**src/rtl/rid_alloc_pkg.sv**
```systemverilog
// shared constants and types of the recycling identifier allocator
`timescale 1ns / 1ps
package rid_alloc_pkg;

	localparam int MAX_SLOTS = 256;
	localparam int ID_W      = $clog2(MAX_SLOTS);
	localparam int CNT_W     = $clog2(MAX_SLOTS + 1);

	localparam logic MODE_ALLOC = 1'b0;
	localparam logic MODE_FREE  = 1'b1;

	typedef enum logic {
		ST_IDLE,
		ST_EXEC
	} rid_state_t;

endpackage

```
**src/rtl/recycling_id_allocator.sv**
```systemverilog
// recycling identifier allocator: free list and in-use memories, request sequencer
`timescale 1ns / 1ps
// On acceptance of a request word the free-list head entry and the in-use bit of
// slot_id are read from their synchronous memories; in the execution state the
// result is decided, the memories are written back and the result word is loaded
// into the output register, after which a new request is taken.
// The output register holds a result while the response side stalls; a request
// is still taken during that time, and it then waits in execution until the
// register can be loaded again. Identifiers at or above the never-used counter
// read as not in use, so neither memory needs a clearing pass after reset and the
// block is ready in the first cycle.
module recycling_id_allocator
	import rid_alloc_pkg::*;
(
	input  logic            clk,
	input  logic            arst_n,
	input  logic            req_valid,
	output logic            req_stall,
	input  logic            mode,
	input  logic [ID_W-1:0] slot_id,
	output logic            rsp_valid,
	input  logic            rsp_stall,
	output logic [ID_W-1:0] granted_id,
	output logic            success
);

	logic            in_use_mem [MAX_SLOTS];
	logic [ID_W-1:0] queue_mem  [MAX_SLOTS];

	rid_state_t      state_q, state_d;
	logic [ID_W-1:0] queue_head_q, queue_tail_q;
	logic [CNT_W-1:0] queue_count_q, next_fresh_q;
	logic            rsp_valid_q;
	logic [ID_W-1:0] granted_id_q;
	logic            success_q;

	logic            mode_s1;
	logic [ID_W-1:0] slot_id_s1;
	logic [ID_W-1:0] q_rd_s1;
	logic            use_rd_s1;

	logic            req_fire, commit;
	logic            use_we, use_wdata;
	logic [ID_W-1:0] use_waddr;
	logic            q_we;
	logic            pop, take_fresh;
	logic [ID_W-1:0] grant_d;
	logic            ok_d;

	function automatic logic [ID_W-1:0] advance_pos(input logic [ID_W-1:0] pos);
		if (pos == ID_W'(MAX_SLOTS - 1)) begin
			return '0;
		end
		return pos + ID_W'(1);
	endfunction

	assign req_fire  = req_valid && !req_stall;
	assign req_stall = (state_q != ST_IDLE);

	always_comb begin
		state_d    = state_q;
		commit     = 1'b0;
		pop        = 1'b0;
		take_fresh = 1'b0;
		grant_d    = '0;
		ok_d       = 1'b0;
		use_we     = 1'b0;
		use_wdata  = 1'b0;
		use_waddr  = slot_id_s1;
		q_we       = 1'b0;
		unique case (state_q)
			ST_IDLE: begin
				if (req_fire) begin
					state_d = ST_EXEC;
				end
			end
			ST_EXEC: begin
				if (!(rsp_valid_q && rsp_stall)) begin
					commit  = 1'b1;
					state_d = ST_IDLE;
					if (mode_s1 == MODE_ALLOC) begin
						if (queue_count_q != '0) begin
							pop     = 1'b1;
							grant_d = q_rd_s1;
							ok_d    = 1'b1;
						end else if (next_fresh_q < CNT_W'(MAX_SLOTS)) begin
							take_fresh = 1'b1;
							grant_d    = next_fresh_q[ID_W-1:0];
							ok_d       = 1'b1;
						end
						use_we    = ok_d;
						use_wdata = 1'b1;
						use_waddr = grant_d;
					end else begin
						ok_d = (slot_id_s1 != '0) && ({1'b0, slot_id_s1} < next_fresh_q) &&
							use_rd_s1 && (queue_count_q < CNT_W'(MAX_SLOTS));
						use_we    = ok_d;
						use_wdata = 1'b0;
						use_waddr = slot_id_s1;
						q_we      = ok_d;
					end
				end
			end
			default: begin
				state_d = ST_IDLE;
			end
		endcase
	end

	always_ff @(posedge clk or negedge arst_n) begin
		if (!arst_n) begin
			state_q <= ST_IDLE;
		end else begin
			state_q <= state_d;
		end
	end

	always_ff @(posedge clk) begin
		if (use_we) begin
			in_use_mem[use_waddr] <= use_wdata;
		end
		if (req_fire) begin
			use_rd_s1 <= in_use_mem[slot_id];
		end
	end

	always_ff @(posedge clk) begin
		if (q_we) begin
			queue_mem[queue_tail_q] <= slot_id_s1;
		end
		if (req_fire) begin
			q_rd_s1 <= queue_mem[queue_head_q];
		end
	end

	always_ff @(posedge clk) begin
		if (req_fire) begin
			mode_s1    <= mode;
			slot_id_s1 <= slot_id;
		end
		if (commit) begin
			granted_id_q <= grant_d;
			success_q    <= ok_d;
		end
	end

	always_ff @(posedge clk or negedge arst_n) begin
		if (!arst_n) begin
			queue_head_q  <= '0;
			queue_tail_q  <= '0;
			queue_count_q <= '0;
			next_fresh_q  <= CNT_W'(1);
			rsp_valid_q   <= 1'b0;
		end else begin
			if (pop) begin
				queue_head_q  <= advance_pos(queue_head_q);
				queue_count_q <= queue_count_q - CNT_W'(1);
			end
			if (q_we) begin
				queue_tail_q  <= advance_pos(queue_tail_q);
				queue_count_q <= queue_count_q + CNT_W'(1);
			end
			if (take_fresh) begin
				next_fresh_q <= next_fresh_q + CNT_W'(1);
			end
			if (commit) begin
				rsp_valid_q <= 1'b1;
			end else if (!rsp_stall) begin
				rsp_valid_q <= 1'b0;
			end
		end
	end

	assign rsp_valid  = rsp_valid_q;
	assign granted_id = granted_id_q;
	assign success    = success_q;

	// a nonzero granted identifier always comes with success
	a_grant_code: assert property (@(posedge clk) disable iff (!arst_n)
		(rsp_valid && (granted_id != '0)) |-> success)
		else $error("granted identifier does not match success");

	a_counts_bound: assert property (@(posedge clk) disable iff (!arst_n)
		(queue_count_q <= CNT_W'(MAX_SLOTS)) && (next_fresh_q <= CNT_W'(MAX_SLOTS))
		&& (next_fresh_q != '0))
		else $error("queue count or fresh counter out of range");

	// free-list pointers agree with the queue count while the list is not full
	a_queue_ptrs: assert property (@(posedge clk) disable iff (!arst_n)
		(queue_count_q < CNT_W'(MAX_SLOTS)) |->
		((queue_tail_q - queue_head_q) == queue_count_q[ID_W-1:0]))
		else $error("free list pointers disagree with count");

	a_exec_result: assert property (@(posedge clk) disable iff (!arst_n)
		(state_q == ST_EXEC && !(rsp_valid_q && rsp_stall)) |=>
		(rsp_valid && state_q == ST_IDLE))
		else $error("executed request produced no result word");

endmodule
```
**config.mk**
```make
export PLATFORM = sky130hd
export DESIGN_NAME = recycling_id_allocator
export DESIGN_NICKNAME = d
export VERILOG_FILES = /design/src/rtl/rid_alloc_pkg.sv /design/src/rtl/recycling_id_allocator.sv
export SDC_FILE = /design/constraint.sdc
export NUM_CORES = 2
export LEC_CHECK = 0
export BUFFER_PORTS_ARGS = -buffer_cell sky130_fd_sc_hd__buf_2
export CORE_MARGIN = 5
export CORE_UTILIZATION = 45
export CTS_BUF_LIST = sky130_fd_sc_hd__clkbuf_4 sky130_fd_sc_hd__clkbuf_8
export DETAILED_ROUTE_END_ITERATION = 7
export GPL_TIMING_DRIVEN = 1
export PLACE_DENSITY_LB_ADDON = 0.15
export SLEW_MARGIN = 25
export SYNTH_ARGS = -nofsm -noshare
export SYNTH_HDL_FRONTEND = slang
export SYNTH_SLANG_ARGS = --single-unit
```
**constraint.sdc**
```tcl
create_clock -name clk -period 7.8 [get_ports clk]
set_clock_uncertainty 0.2 [all_clocks]
set_input_delay 0 -clock clk [delete_from_list [all_inputs] [get_ports clk]]
set_output_delay 0 -clock clk [all_outputs]
set_load 0.02 [all_outputs]
```
==> impl_metrics.yaml <==
timing:
  finalMaxSlewViolations: 0
  rsz0062_at_grt: "false"
  setup_viol: 0
  min_period_ns: 5.52
  fmax_mhz: 181
  tns_ns: 0
  hold_ws_ns: 0.131
  max_slew_margin_pct: 27.9
  timing.final.crit_share_pct: 70.7
  tightestPinTransition_ns: 1.08
  hold_viol: 0
clock_tree:
  insertion_delay_ns: 1.08
  cts-root-buf: "clkbuf_8"
  cts_buffer_depth: 4
  cts_tree: "done"
  clock-sinks: 2367
  ctsHoldBuffers: 27
  cts_setup_buffers: 0
  clkTransAtPathRegs_ns: 0.06
  post_cts_resized: 0
  cts_buffers: 403
  cts_max_level: 5
grt:
  antenna_found_initial: 15
  grt_max_degree: 185
  first_global_vias: 49000
  grt_overflow: 0
  track_usage_pct: 23.2
  grt_pass1_wl_mm: 363
floorplanning:
  num_rows: 167
  die_area_um2: 216000
  floorplan.initialDensity_pct: 45.1
  io_pins: 24
  die_h_um: 465
  dieWidth_um: 465
  coreArea_um2: 207000
synthesis:
  synthesis.area_per_instance_um2: 19.5
  synth.net_count: 4804
  synth-edff-count: 2331
  syn_area_um2: 93200
  ys.flop_type: "edfxtp_1"
  ys_seq_area_share_pct: 76.0
  synth_common_cells: "2331 x edfxtp_1, 560 x nor2_1, 503 x mux4_2"
  synth.ff_latch_count: 2367
  yosysWarnings: 0
  synth_most_common_cell: "edfxtp_1"
  synth_cells: 4770
  synth_top_cell_by_area: "edfxtp_1"
  async_flop_share_pct: 1.52
  synth_top_cell_area_share_pct: 75.1
  synth_cell_type_count: 72
  synthTopCellsByArea: "edfxtp_1 75%, mux4_2 12%, nor2_1 2.3%, mux2i_1 2.0%, dfrtp_1 0.94%"
route:
  routed_wl_mm: 254
  dr.pass1.iters: 6
  drc_errors: 0
  avgRoutedWirePerCell_um: 31.5
  drt_iter0_drc: 5214
  via_per_inst: 6.06
  ant_nets: 0
  vias: 48800
outcome:
  status: "complete, no violations"
cells_and_area:
  drive_gt1_share_pct: 24.5
  fill_cells: 16700
  synthToLayoutAreaGrowth_pct: 12.1
  layout.nets: 5082
  finish.utilization_pct: 50.6
  post-route-cell-area_um2: 104000
power_and_ir_drop:
  p_leak_nw: 32.5
  pwr_density_cell_nw_per_um2: 330
  vdd_ir_drop_max_mv: 0.266
setup_path:
  cp.required_ns: 8.28
  crit_fanout: 25
  critical_path.startpoint: "slot_id_s1[6]"
  rr_startpoint: "slot_id_s1[6]"
  path_class: "flip-flop to flip-flop"
  cp-end-kind: "flip-flop"
  critPathSlowestCell: "edfxtp_1"
  cp_cell_sequence: "ha_1 -> a21oi_1 -> o32ai_1 -> a211oi_1 -> o2111ai_2 -> buf_4 -> nor2_1 -> nand3b_1 -> buf_4 -> nor2_1"
  cp.arrival_ns: 6.00
  critPathMaxStageDelay_ns: 0.98
  critical_path.startpoint_type: "flip-flop"
min_path:
  hold_path.class: "input pin to asynchronous set/reset pin"
placement:
  gp_congestion: 0.827
  placed_cell_area_um2: 96500
  dp_hpwl_mm: 148
  io_buffer_count: 23
run:
  drv_cap: 0
## registers in the layout, indices dropped and copies added, names as in the netlist, 8 cells and up
register	count
queue_mem	2048
in_use_mem	256
next_fresh_q	9
queue_count_q	9
granted_id	8
q_rd_s1	8
queue_head_q	8
queue_tail_q	8
slot_id_s1	8
## per-layer routing
layer	up-vias	global-route usage, %	routed length (µm)
met4	0	6.55	6490
li1	20100	-	-
met2	2274	35.6	118000
met3	421	4.95	20700
met5	-	0	0
met1	26000	34.0	108000
## power breakdown
group / internal [mW] / switching, mW / leakage, nW
clock: 5.77 / 4.93 / 4.03
sequential: 14.6 / 0.329 / 21.4
combinational: 3.37 / 5.51 / 7.03
## through the flow
stage / worst slack, ns / std cells / power [mW]
global placement: 2.33 / 7317 / 24.0
floorplan: 1.26 / 4770 / 20.9
CTS: 2.26 / 8048 / 34.7
finish: 2.28 / 8061 / 34.5
global route: 2.01 / 8053 / 35.8
detailed placement: 2.32 / 7317 / 24.1
## cell usage in the layout (no fill, tap or decap), types with 9 or more instances in the layout
master and n:
dfrtp_1 29, clkinv_2 42, nand2_1 108, o221ai_1 13, ha_1 20, nand3b_1 9, a21oi_1 87, buf_12 17
nand3_1 30, clkbuf_8 417, o22ai_1 55, nand3_2 19, mux2_2 13, mux4_2 503, xnor2_1 13, dlygate4sd3_1 27
a221oi_1 53, o21ai_0 61, nand2b_1 10, buf_2 23, nor2b_1 22, clkbuf_4 128, buf_4 98, edfxtp_1 2331
nor3_1 31, a211oi_1 18, mux2i_1 186, a22o_1 32, diode_2 10, inv_1 18, a22oi_1 102, clkinv_1 103
nor4_1 10, nor2_1 556
## layout make-up
cell class,instances,area (µm²),share of cell area (%)
sequential,2367,70900,67.9
multi-input combinational,2084,21000,20.1
clock buffer,545,6700,6.41
tap,2704,3380,3.24
timing repair buffer,166,1490,1.43
clock inverter,159,883,0.846
inverter,26,105,0.101
antenna,10,25.0,0.0240
## logic make-up (layout without fill, tap and decap cells)
logic type / count (synthesis) / count (layout) / synth area share [%]
simple gates: 846 / 846 / 3.88
compound gates: 494 / 494 / 3.69
buf+inv: 319 / 896 / 1.59
other cells: 0 / 10 / 0
mux: 702 / 702 / 14.3
xor+xnor: 21 / 21 / 0.197
fa+ha+maj: 21 / 21 / 0.290
flops: 2367 / 2367 / 76.0
## critical path: cells and delay by family, from the launching register on
kind / cells / cell delay [ns]
AO/OA/AOI/OAI: 4 / 0.78
flip-flops: 1 / 0.98
adder cells (fa/ha/maj): 1 / 0.40
AND/OR/NAND/NOR: 3 / 1.93
buffers and inverters: 2 / 0.78
## final timing paths
kind	endpoint	slack, ns	depth (start not counted)
setup / recovery	queue_mem[194][3]	2.28	10
setup reg to reg	queue_mem[194][3]	2.28	10
hold / removal	queue_count_q[2]	0.13	4
max in group asynchronous	queue_head_q[2]	6.39	5
hold reg to reg	queue_count_q[5]	0.32	2
min in group clk	use_rd_s1	0.19	6
No activity file was read; power rests on OpenSTA's default activity.
